==> config.mk <==
export PLATFORM = sky130hd
export DESIGN_NAME = clnb_div
export DESIGN_NICKNAME = d
export VERILOG_FILES = /design/src/rtl/clnb_pkg.sv /design/src/rtl/clnb_div.sv
export SDC_FILE = /design/constraint.sdc
export NUM_CORES = 1
export LEC_CHECK = 0
export ABC_AREA = 1
export CAP_MARGIN = 20
export CELL_PAD_IN_SITES_DETAIL_PLACEMENT = 1
export CELL_PAD_IN_SITES_GLOBAL_PLACEMENT = 1
export CORE_MARGIN = 3
export CORE_UTILIZATION = 38
export DETAILED_ROUTE_END_ITERATION = 10
export DONT_BUFFER_PORTS = 1
export PLACE_DENSITY_LB_ADDON = 0.1
export SLEW_MARGIN = 20
export SYNTH_ARGS = -nofsm -noshare
export SYNTH_HDL_FRONTEND = slang
export SYNTH_SLANG_ARGS = --single-unit
==> constraint.sdc <==
create_clock -name clk -period 5.69 [get_ports clk]
set_input_delay 0.569 -clock clk [delete_from_list [all_inputs] [get_ports clk]]
set_output_delay 0.569 -clock clk [all_outputs]
set_load 0.02 [all_outputs]
==> src/rtl/clnb_pkg.sv <==
// ----------------------------------------------------------------------------
// clnb_pkg
// shared types, constants and request codes for the cell list binning block
// ----------------------------------------------------------------------------
package clnb_pkg;

  localparam int MaxGrid      = 16;
  localparam int CellCapacity = 8;
  localparam int CoordW       = $clog2(MaxGrid);
  localparam int CellIdxW     = 3 * CoordW;
  localparam int SlotW        = $clog2(CellCapacity);
  localparam int CountW       = $clog2(CellCapacity + 1);
  localparam int SlotAddrW    = CellIdxW + SlotW;
  localparam int IdW          = 10;
  localparam int GridW        = 5;
  localparam int PosW         = 32;
  localparam int NumCells     = MaxGrid * MaxGrid * MaxGrid;

  localparam logic [1:0] REQ_INSERT = 2'd0;
  localparam logic [1:0] REQ_QUERY  = 2'd1;
  localparam logic [1:0] REQ_READ   = 2'd2;
  localparam logic [1:0] REQ_CLEAR  = 2'd3;

  localparam logic [1:0] ST_OK    = 2'd0;
  localparam logic [1:0] ST_FULL  = 2'd1;
  localparam logic [1:0] ST_EMPTY = 2'd2;

  localparam logic [2:0] CFG_GRID_X    = 3'd0;
  localparam logic [2:0] CFG_GRID_Y    = 3'd1;
  localparam logic [2:0] CFG_GRID_Z    = 3'd2;
  localparam logic [2:0] CFG_CELL_SIZE = 3'd3;
  localparam logic [2:0] CFG_TWO_DIM   = 3'd4;

  // result beat fields
  typedef struct packed {
    logic       last;
    logic       near_edge;
    logic [1:0] status;
    logic [IdW-1:0] found_id;
    logic [CountW-1:0] count;
    logic [CoordW-1:0] cell_z;
    logic [CoordW-1:0] cell_y;
    logic [CoordW-1:0] cell_x;
  } result_t;

  // divider handshake
  typedef struct packed {
    logic start;
    logic [PosW-1:0] px;
    logic [PosW-1:0] py;
    logic [PosW-1:0] pz;
  } div_req_t;

  typedef struct packed {
    logic done;
    logic [CoordW-1:0] cx;
    logic [CoordW-1:0] cy;
    logic [CoordW-1:0] cz;
  } div_rsp_t;

  function automatic logic [GridW-1:0] eff_grid(input logic [GridW-1:0] g);
    if (g == '0) return GridW'(1);
    if (g > GridW'(MaxGrid)) return GridW'(MaxGrid);
    return g;
  endfunction

endpackage

==> src/rtl/clnb_div.sv <==
// ----------------------------------------------------------------------------
// clnb_div
// restoring divider, one quotient bit per cycle, three axes side by side
// ----------------------------------------------------------------------------
module clnb_div (
  input  logic clk,
  input  logic rst,
  input  clnb_pkg::div_req_t req,
  input  logic [clnb_pkg::PosW-1:0] cell_size,
  input  logic [clnb_pkg::GridW-1:0] gx,
  input  logic [clnb_pkg::GridW-1:0] gy,
  input  logic [clnb_pkg::GridW-1:0] gz,
  output clnb_pkg::div_rsp_t rsp
);
  import clnb_pkg::*;

  localparam int StepW = $clog2(PosW + 1);

  logic [StepW-1:0] step;
  logic busy;
  logic [PosW-1:0] num [3];
  logic [PosW-1:0] quo [3];
  logic [PosW:0]   rem [3];
  logic [PosW:0]   rs  [3];
  logic [GridW-1:0] g  [3];

  assign g[0] = gx;
  assign g[1] = gy;
  assign g[2] = gz;

  always_comb begin
    for (int a = 0; a < 3; a++) begin
      rs[a] = {rem[a][PosW-1:0], num[a][PosW-1]};
    end
  end

  // saturate to grid minus one; zero cell size always saturates
  function automatic logic [CoordW-1:0] sat(input logic [PosW-1:0] q,
                                            input logic [GridW-1:0] gg,
                                            input logic zero);
    logic [GridW-1:0] gm;
    gm = gg - GridW'(1);
    if (zero || q >= PosW'(gg)) return gm[CoordW-1:0];
    return q[CoordW-1:0];
  endfunction

  always_ff @(posedge clk) begin
    if (rst) begin
      busy <= 1'b0;
      step <= '0;
      rsp.done <= 1'b0;
    end else begin
      rsp.done <= 1'b0;
      if (req.start) begin
        busy <= 1'b1;
        step <= '0;
        num[0] <= req.px;
        num[1] <= req.py;
        num[2] <= req.pz;
        for (int a = 0; a < 3; a++) begin
          rem[a] <= '0;
          quo[a] <= '0;
        end
      end else if (busy) begin
        for (int a = 0; a < 3; a++) begin
          num[a] <= {num[a][PosW-2:0], 1'b0};
          if (rs[a] >= {1'b0, cell_size}) begin
            rem[a] <= rs[a] - {1'b0, cell_size};
            quo[a] <= {quo[a][PosW-2:0], 1'b1};
          end else begin
            rem[a] <= rs[a];
            quo[a] <= {quo[a][PosW-2:0], 1'b0};
          end
        end
        if (step == StepW'(PosW)) begin
          busy <= 1'b0;
          rsp.done <= 1'b1;
          rsp.cx <= sat(quo[0], g[0], cell_size == '0);
          rsp.cy <= sat(quo[1], g[1], cell_size == '0);
          rsp.cz <= sat(quo[2], g[2], cell_size == '0);
        end else begin
          step <= step + StepW'(1);
        end
      end
    end
  end
endmodule

After elaboration in Yosys (flattened, before gate mapping):

Memories as Yosys holds them, arrays and structs flattened.
Index checks and enable logic that the tools add are counted.

* flip-flop bits (word level): 20
* bits in latches: 0
* RAM bits: 291
* ROM bits: 0
* input port bits: 146
* output and inout port bits: 13
* logic and storage cells: 127
* memories: 3

* add/sub/neg operators: 7
* multiply operators: 0
* divide/modulo/power cells: 0
* $lt $le $gt $ge: 6
* eq/ne operators: 1
* shift operators: 0
* multiplexer cells: 77
* bitwise gates (word level): 19
* reductions and logical operators: 8

Memory list
* rem: depth 3, width 33, rd ports 3, clocked after Yosys merged registers in 0, wr ports 3, RTL line clnb_div.sv:23 `logic [PosW:0] rem [3];`
* num: depth 3, width 32, rd ports 3, clocked after Yosys merged registers in 0, wr ports 3, RTL line clnb_div.sv:21 `logic [PosW-1:0] num [3];`
* quo: depth 3, width 32, rd ports 3, clocked after Yosys merged registers in 0, wr ports 3, RTL line clnb_div.sv:22 `logic [PosW-1:0] quo [3];`

Operators with widths (count)
* 32-bit two-way mux: 9
* 33-bit two-way mux: 6
* 33-bit by 32-bit >= comparator with 1-bit output: 3
* 33-bit by 32-bit subtractor with 33-bit output: 3
* 32-bit by 5-bit >= comparator with 1-bit output: 3
* 1-bit two-way mux: 55
* 32-bit logical NOT: 1
* 4-bit two-way mux: 6
* 1-bit bitwise OR: 15
* 13-bit two-way mux: 1
* 4-bit by 1-bit subtractor with 4-bit output, second input constant: 3
* 6-bit by 1-bit adder with 6-bit output, second input constant: 1
* 6-bit equality test, second input constant: 1
* 1-bit inverter: 4
* 4-bit AND reduction: 1
* 1-bit logical OR: 3
* 3-bit OR reduction: 1
* 2-bit AND reduction: 1
* 2-bit OR reduction: 1

Longest topological paths before layout:

Gate-level depths: netlist (run 1).

* word-level depth: 9
* depth in mapped cells: 18
* depth with buffers taken out: 17

Least setup slack after synthesis (run 1):

No wires, ideal clock.

* path kind: input port to flip-flop
* from: in req[96] (netlist name)
* to: mem num[0][0] (enable)
* setup time: 0.583 ns
* data arrival time: 5.545 ns
* required time: 5.107 ns
* setup slack: -0.438 ns
* cell stages on the path: 3
* path buffers: 1
* path through: inv_1 -> clkbuf_1 -> a21oi_1

RTL lines
* from (decl): RTL line clnb_div.sv:8 `input clnb_pkg::div_req_t req,`
* to (decl): RTL line clnb_div.sv:21

==> results of run 1 <==
-- flip-flops by register name (all words and copies together) (netlist names) --
signal / flops
rem: 96
num: 96
step: 6
busy: 1
rsp: 13
quo: 96
-- worst reg2reg max path: stages (launching register included) --
cell and delay, ns:
edfxtp_1 0.46, ha_1 0.40, nand2_2 0.14, inv_2 0.04
a21oi_2 0.18, nand2_1 0.11, nand2_1 0.07, nand2_1 0.07
nand2_1 0.06, nand4_1 0.17, nor2_2 0.21, nand3_4 0.60
nor2_1 0.33, nor2_1 0.07
-- final timing paths --
check	from	slack [ns]	depth (start not counted)	endpoint
worst max-delay path	rem[0][7]	2.52	13	rem[0][2]
worst min-delay path	rst	0.07	1	busy
worst max register to register	rem[0][7]	2.52	13	rem[0][2]
worst min register to register	step[5]	0.49	2	step[5]
-- metal layers --
metal,track usage,vias up
met5,0,-
met3,0.04202,79
met2,0.3516,262
met4,0.06511,2
li1,-,8147
met1,0.2814,7866
-- cells by family (layout without fill, tap and decap cells) --
family,count (synthesis),count (layout),synth area share
xor gates and xnor gates,82,82,0.03615
adders and majority gates,119,119,0.07608
AOI/OAI and AO/OA,282,282,0.07760
and+or+nand+nor,1349,1349,0.2756
other,0,1,0
buffers and inverters,366,389,0.07357
DFF,308,308,0.4610
-- placed cells by master, fill, tap and decap left out, drive strengths merged --
master	synthesis	routed
nor2	383	383
o31ai	4	4
nor3	32	32
clkbuf	31	50
nand3	56	56
edfxtp	299	299
diode	0	1
and3	3	3
ha	116	116
o21ai	101	101
nand3b	7	7
clkinvlp	0	1
inv	310	310
and2	2	2
a21oi	134	134
nand2	809	809
o22ai	1	1
clkinv	0	14
nor4	8	8
or2	3	3
o2111ai	1	1
dfxtp	9	9
bufinv	0	2
o21a	5	5
xor2	32	32
a31o	1	1
fa	3	3
a21boi	2	2
buf	25	12
nand2b	1	1
o21bai	15	15
a31oi	6	6
nand4	45	45
xnor2	50	50
o211ai	5	5
a21o	7	7
-- report_power, final --
part           internal [uW]  switching [uW]
logic                    341             715
clock network           1340             972
registers               2630            55.8
-- final cells by class --
| class | count | share of cell area |
|---|---|---|
| Clock inverter | 17 | 0.008045 |
| Timing Repair Buffer | 12 | 0.005229 |
| Inverter | 310 | 0.05367 |
| Clock buffer | 50 | 0.04620 |
| Multi-Input combinational cell | 1832 | 0.4270 |
| Tap cell | 680 | 0.03908 |
| Antenna cell | 1 | 0.0001149 |
| Sequential cell | 308 | 0.4206 |
-- per-stage QoR --
step | worst slack [ns] | instance area, sq um | power (uW)
floorplan | 1.124 | 19870 | 3496
global placement | 2.111 | 20560 | 3766
detailed placement | 2.026 | 20580 | 3792
CTS | 2.472 | 21760 | 6156
global route | 2.166 | 21770 | 6386
finish | 2.524 | 21770 | 6061
==> qor.txt, run 1 <==
DRC - 0
Status - finished clean
Worst hold margin - 0.06699 ns
GPL Wtd Cong - 0.9099
Clock slew at the register clock pins of the worst setup and hold paths - 0.06 ns
Cell mode on critical path - nand2_1
Worst Path Buf+Inv - 1
Met3 routed WL - 2907 um
Resized cells post-CTS - 0
Vias/cell - 5.095
Number of flops mapped to enable cells by yosys - 299
Number of DRC markers in iteration 0 - 892
Main synth FF type - edfxtp_1
Worst path arrival time - 3.47 ns
# port buffers - 0
Post-DRT Antenna Nets - 0
Clock Latency Late Sink - 0.57 ns
Drt wl/cell - 18.39 um
Pins over their slew limit - 0
CTS root buf - clkbuf_16
Setup violators final - 0
Yosys top cell area share - 0.4520
Antenna violations before repair - 1
Max Fclk - 315.9 MHz
Final hold vios - 0
Fin crit period - 3.166 ns
Max_slew headroom - 0.3167
YS warnings - 0
Share of cells above drive strength 1 - 0.04429
GRT Overall Usage - 0.2123
Die Width - 234.6 um
Measured slew at the worst slew-check pin - 1.023 ns
Setup TNS - 0 ns
WL met2 - 27310 um
Critical path, cell by cell - ha_1, nand2_2, inv_2, a21oi_2, nand2_1, nand2_1, nand2_1, nand2_1, nand4_1, nor2_2, nand3_4, nor2_1, nor2_1
Wl on met1 - 27040 um
Slowest stage delay, CP - 0.60 ns
Synth Register Bits - 308
Dpl hpwl - 44650 um
Synth cell count leaders - 807 x nand2_1, 354 x nor2_1, 307 x inv_1
Post-synth net total - 2771
I/O pin count - 159
Initial Util - 0.3857
Critical path required time - 6.00 ns
CTS tree - built
Type of origin of the critical path - flip-flop
Max Fanout on Critical Path - 58
Filler cells - 6346
Sequential share of the synthesized area - 0.4610
Register area - 9159 sq um
Post-Route WL - 59030 um
Synthesized instance count - 2506
Post-synth cell types - 47
Unrepaired setup endpoints after global routing - false
H-tree depth - 2
Drt first pass iters - 5
Crit. End Element - flip-flop
Final Util - 0.4227
Highest routed layer - met5
Area of the multi-input gates - 9298 sq um
Clk sink count - 308
Post-Syn Area per Cell - 7.927 sq um
Largest net degree at the start of global routing - 105
Most instantiated library cell after synthesis - nand2_1
CTS Hold Bufs - 0
Cell area after synthesis - 19870 sq um
MaxCap Viol Count - 0
Core Region - 51510 sq um
# nets final - 2767
Slowest stage cell, crit path - nand3_4
Placed insts - 3142
Pwr dens - 278.4 nW/um^2
Post-synth top area cell - edfxtp_1
Period utilization - 0.5564
GR Overflow Total - 0
HP Class - in2reg
Non-Filler Instances - 3210
Max rail drop VDD - 0.2113 mV
Crit path max-delay family - simple AND/OR/NAND/NOR gates
Post-synth ARST share - 0
CTS max path bufs - 3
Area Growth Syn to Fin - 9.605%
Die ar. - 55060 sq um
CTS Buf Count - 38
Area contributors post-synth - edfxtp_1 45%, nand2_1 15%, ha_1 7.3%, nor2_1 6.7%, inv_1 5.8%
Vias in the first global route - 17260
Rows - 83
Vias after detailed routing - 16360
Clock Skews - 0.01820 ns
Post-CTS Setup Inserts - 0
Crit Path Category - reg2reg
First-pass GRT wire length - 94290 um
Die height - 234.6 um
Lkg Pwr - 0.009735 uW
Note: power is estimated with default switching activity, not from simulation.
==> run 2, diff against run 1 <==
- clock period: 5.69 -> 2.9 ns (I/O delays scaled with it)
==> qor.txt, run 2 (synthesis gave the netlist of run 1 again) <==
Pwr dens - 511.9 nW/um^2
WHS Path Cells - 3
Non-Filler Instances - 3383
Met3 Usage GRT - 0.03122
HP Class - in2reg
RR Startpoint - rem[0][19]
Max Fanout on Critical Path - 8
Commonest non-fill, non-tap cell in the layout - nand2_1
Max Fclk - 361.7 MHz
Most frequent cells in the layout - 801 x nand2_1, 351 x nor2_1, 307 x inv_1, 299 x edfxtp_1, 122 x a21oi_1
Grt met1 use - 0.2872
GR Overflow Total - 0
Critical path required time - 3.23 ns
Measured slew at the worst slew-check pin - 0.7023 ns
Clock slew at the register clock pins of the worst setup and hold paths - 0.06 ns
Clock Latency Late Sink - 0.57 ns
Largest regs - num (96), quo (96), rem (96)
Share of cells above drive strength 1 - 0.08293
Antenna violations before repair - 3
Clk sink count - 308
Pins over their slew limit - 0
Clock Skews - 0.02219 ns
Drt first pass iters - 4
Setup violators final - 0
Type of origin of the critical path - flip-flop
Core Region - 51510 sq um
Die height - 234.6 um
Pre-CTS setup slack - -0.1076 ns
Dpl hpwl - 46670 um
Post-DRT Antenna Nets - 0
Area Growth Syn to Fin - 20.15%
Slowest stage cell, crit path - edfxtp_1
Initial Util - 0.3857
Reg2Reg Setup Slack - 0.14 ns
Period utilization - 0.9533
Rows - 83
CTS Buf Count - 38
Final hold vios - 0
Status - finished clean
CTS max path bufs - 3
Post-layout worst setup margin - 0.1353 ns
Vias/cell - 5.049
Critical R2R Capture - rem[0][23]
Cell mode on critical path - nand2_1
Vias after detailed routing - 17080
Worst hold endpoint - rsp[10]
I/O pin count - 159
Placed insts - 3202
Critical path, cell by cell - ha_2, nand2_1, nor2_4, nand2_1, nor3_1, nand3b_1, nand4_1, nor2_2, nand3_4, buf_12, buf_6, nand2_1, nand2_1, nor2_1
Lkg Pwr - 0.01062 uW
Slowest stage delay, CP - 0.44 ns
# port buffers - 0
Largest net degree at the start of global routing - 137
Die ar. - 55060 sq um
Max_slew headroom - 0.5275
CTS root buf - clkbuf_16
Grt peak-use layer - met2
Worst Path Buf+Inv - 2
Number of DRC markers in iteration 0 - 738
Crit Path Category - reg2reg
GPL Wtd Cong - 0.9086
GRT Overall Usage - 0.2238
Crit path max-delay family - simple AND/OR/NAND/NOR gates
Worst path arrival time - 3.10 ns
DRC - 0
MaxCap Viol Count - 0
Fin crit period - 2.765 ns
# nets final - 2939
Hold Crit Start - gx[2]
Max rail drop VDD - 0.4109 mV
CTS tree - built
Reg2Reg Depth - 14
GR Layer Usage met2 - 0.3936
Die Width - 234.6 um
Drt wl/cell - 18.85 um
First-pass GRT wire length - 99190 um
Post-Route WL - 63780 um
Vias in the first global route - 18360
Crit. End Element - flip-flop
H-tree depth - 2
run 2: cell types whose count changed in the layout (fill, tap and decap cells not counted), moves of 4 or more:
cell | previous run | this run
a21oi_1 | 127 | 122
a21oi_2 | 3 | 8
buf_12 | 0 | 22
buf_4 | 10 | 56
clkbuf_1 | 11 | 6
clkinv_2 | 3 | 7
dlygate4sd3_1 | 0 | 100
ha_1 | 116 | 95
ha_2 | 0 | 7
ha_4 | 0 | 14
nand2_1 | 807 | 801
nand2_2 | 2 | 8
run 2: tightest hold or removal path, delay by kind of cell:
kind / cells / cell delay, ns
compound gates: 1 / 0.06
xor+xnor: 1 / 0.05
simple gates: 1 / 0.05
run 2: what timing repair did:
action	CTS	global route
endpoints found under the hold margin	115	0
hold buffers	100	0
resized for setup	0	48
endpoints found under the setup margin	0	27
setup buffers	0	7
run 2: layer usage:
layer / wire length (um) / vias to the layer above / share of wire
li1: - / 8485 / -
met1: 28890 / 8249 / 0.45
met2: 31110 / 254 / 0.49
met3: 2021 / 91 / 0.032
met4: 1745 / 2 / 0.027
met5: 10 / - / 0.00016
run 2: worst max path at each step:
stage                  from         end  cells past startpoint
2_1_floorplan          busy   num[0][0]                      2
3_3_place_gp   cell_size[3]  rem[0][29]                     12
3_5_place_dp   cell_size[3]  rem[0][29]                     12
4_1_cts           rem[0][9]  rem[0][29]                     11
5_1_grt          rem[0][13]  rem[0][16]                     16
6_report         rem[0][19]  rem[0][23]                     14
run 2: power by group:
| part | internal, uW | switching [uW] | leakage, uW |
|---|---|---|---|
| Combinational | 907 | 1510 | 0.00707 |
| Sequential | 5170 | 116 | 0.00299 |
| Clock | 2510 | 2000 | 0.000562 |
| Total | 8590 | 3630 | 0.0106 |
run 2: cell type report:
class / instances / area [sq um]
clock inverters: 23 / 181.4
well taps: 680 / 850.8
clock buffers: 44 / 973.4
diodes: 2 / 5.005
fillers: 6213 / 27640
inverters: 310 / 1169
repair buffers: 184 / 1971
multi-input cells: 1832 / 9559
flip-flops and latches: 308 / 9159
run 2: metrics by stage:
stage	setup TNS [ns]	power, uW	hold WS [ns]	util	instance area [sq um]
after detailed placement	-0.1264	7578	0.3677	0.4131	21280
after global placement	-0.1634	7524	0.3666	0.4131	21280
after global routing	-0.02583	12820	0.05239	0.4634	23870
after CTS	0	12270	0.02030	0.4549	23430
after floorplan	-84.75	6852	0.3591	-	19880
final	0	12220	0.05955	0.4634	23870
==> run 3, diff against run 2 <==
- CORE_UTILIZATION: 38 -> 40
- CTS_BUF_LIST: default -> sky130_fd_sc_hd__clkbuf_8 sky130_fd_sc_hd__clkbuf_16
==> qor.txt, run 3 (synthesis gave the netlist of run 1 again) <==
Vias after detailed routing - 17220
Max Fanout on Critical Path - 30
GPL Wtd Cong - 0.9104
First-pass GRT wire length - 100600 um
GR Overflow Total - 0
Cell mode on critical path - nand2_1
Die ar. - 52370 sq um
Rows - 81
Area Growth Syn to Fin - 18.56%
Clock Skews - 0.02284 ns
Clock Latency Late Sink - 0.57 ns
Filler cells - 5870
Share of cells above drive strength 1 - 0.06978
Vias/cell - 5.126
Slowest stage delay, CP - 0.42 ns
# port buffers - 0
Status - finished clean
Slowest stage cell, crit path - edfxtp_1
Net Sw Frac - 0.2911
Largest net degree at the start of global routing - 136
Antenna violations before repair - 1
CTS tree - built
CTS max path bufs - 3
HP Class - in2reg
Core Region - 48950 sq um
# nets final - 2930
Hold Crit Start - gx[0]
Number of DRC markers in iteration 0 - 785
Sequential power share - 0.426
Clock slew at the register clock pins of the worst setup and hold paths - 0.06 ns
Clk sink count - 308
DP Area - 21230 sq um
Max rail drop VDD - 0.3864 mV
Crit path from - rem[0][19]
Critical path, cell by cell - ha_1, nand2_1, nor2_2, nand2_1, nor3_1, nand3b_1, nand4_1, nor2_2, nand3_4, buf_12, nand2_1, nand2_1, nor2_1
Cell-internal power - 8795 uW
DRC - 0
GRT Overall Usage - 0.2394
Setup violators final - 0
CTS root buf - clkbuf_16
Post-Route WL - 62730 um
RR Startpoint - rem[0][19]
Max_slew headroom - 0.4831
NetSw - 3611 uW
MaxCap Viol Count - 0
Comb power frac - 0.189
Period utilization - 0.9561
Die height - 228.9 um
I/O pin count - 159
H-tree depth - 2
Drt first pass iters - 4
Commonest non-fill, non-tap cell in the layout - nand2_1
Crit path max-delay family - simple AND/OR/NAND/NOR gates
Most frequent cells in the layout - 806 x nand2_1, 353 x nor2_1, 314 x inv_1, 299 x edfxtp_1, 125 x a21oi_1
Final Util - 0.4811
Largest regs - num (96), quo (96), rem (96)
Total chip power - 12410 uW
Max Fclk - 360.7 MHz
Vias in the first global route - 18590
Post-DRT Antenna Nets - 0
Drt wl/cell - 18.67 um
Lkg Pwr - 0.01060 uW
CTS Buf Count - 38
Measured slew at the worst slew-check pin - 0.7736 ns
Worst Path Buf+Inv - 1
Die Width - 228.9 um
Type of origin of the critical path - flip-flop
Pwr dens - 526.7 nW/um^2
Fin crit period - 2.773 ns
Initial Util - 0.4058
Crit. End Element - flip-flop
Final hold vios - 0
Worst path arrival time - 3.09 ns
Post-Layout Inst Area - 23550 sq um
Clk pwr share - 0.385
Unrepaired setup endpoints after global routing - true
Critical path required time - 3.22 ns
Crit Path Category - reg2reg
Pins over their slew limit - 0
Dpl hpwl - 46020 um
## run 3: path summary, 6_finish.rpt
path                     end  slack, ns  cells after the start
setup / recovery  rem[0][20]       0.13                     13
hold / removal        rsp[8]       0.04                      3
setup reg to reg  rem[0][20]       0.13                     13
hold reg to reg      step[5]       0.49                      2
## run 3: metal layers
| layer | track usage | vias to the layer above | wire length [um] |
|---|---|---|---|
| met5 | 0 | - | 0 |
| li1 | - | 8480 | - |
| met4 | 0.05863 | 0 | 1484 |
| met1 | 0.3049 | 8382 | 27980 |
| met3 | 0.03577 | 88 | 2312 |
| met2 | 0.4277 | 273 | 30950 |
## run 3: worst reg2reg max path, cell delays in order (launching register included)
cell and delay (ns):
edfxtp_1 0.42, ha_1 0.40, nand2_1 0.15, nor2_2 0.22
nand2_1 0.12, nor3_1 0.23, nand3b_1 0.11, nand4_1 0.24
nor2_2 0.11, nand3_4 0.11, buf_12 0.21, nand2_1 0.10
nand2_1 0.07, nor2_1 0.05
## run 3: through the flow
stage / setup slack (ns) / std cells / TNS [ns] / hold slack, ns
after floorplan: -0.8828 / 2506 / -84.75 / 0.3591
after global placement: -0.01537 / 3188 / -0.01537 / 0.3665
after detailed placement: -0.001450 / 3188 / -0.001450 / 0.3677
after CTS: 0.02163 / 3357 / 0 / 0.01012
after global routing: -0.04695 / 3359 / -0.2683 / 0.05646
final: 0.1273 / 3360 / 0 / 0.03925
## run 3: what timing repair did
action                                  in CTS  in global routing
endpoints found under the setup margin       0                 26
setup buffers                                0                  1
resized for setup                            0                 14
hold endpoints to repair                   116                  0
hold buffers                               100                  0
## run 3: layout make-up
class	count	area (sq um)	area share
Antenna cell	2	5.005	0.0002125
Clock inverter	31	286.5	0.01217
Sequential cell	308	9159	0.3889
Inverter	310	1169	0.04962
Multi-Input combinational cell	1832	9363	0.3975
Tap cell	664	830.8	0.03527
Timing Repair Buffer	175	1789	0.07597
Clock buffer	38	950.9	0.04037
## run 3: power by group through the flow
| stage | Sequential (uW) | Combinational (uW) | Clock [uW] |
|---|---|---|---|
| after floorplan | 5340 | 1510 | 0 |
| after global placement | 5360 | 2160 | 0 |
| after detailed placement | 5360 | 2210 | 0 |
| after CTS | 5270 | 2330 | 4890 |
| after global routing | 5300 | 2640 | 5070 |
| final | 5280 | 2350 | 4780 |
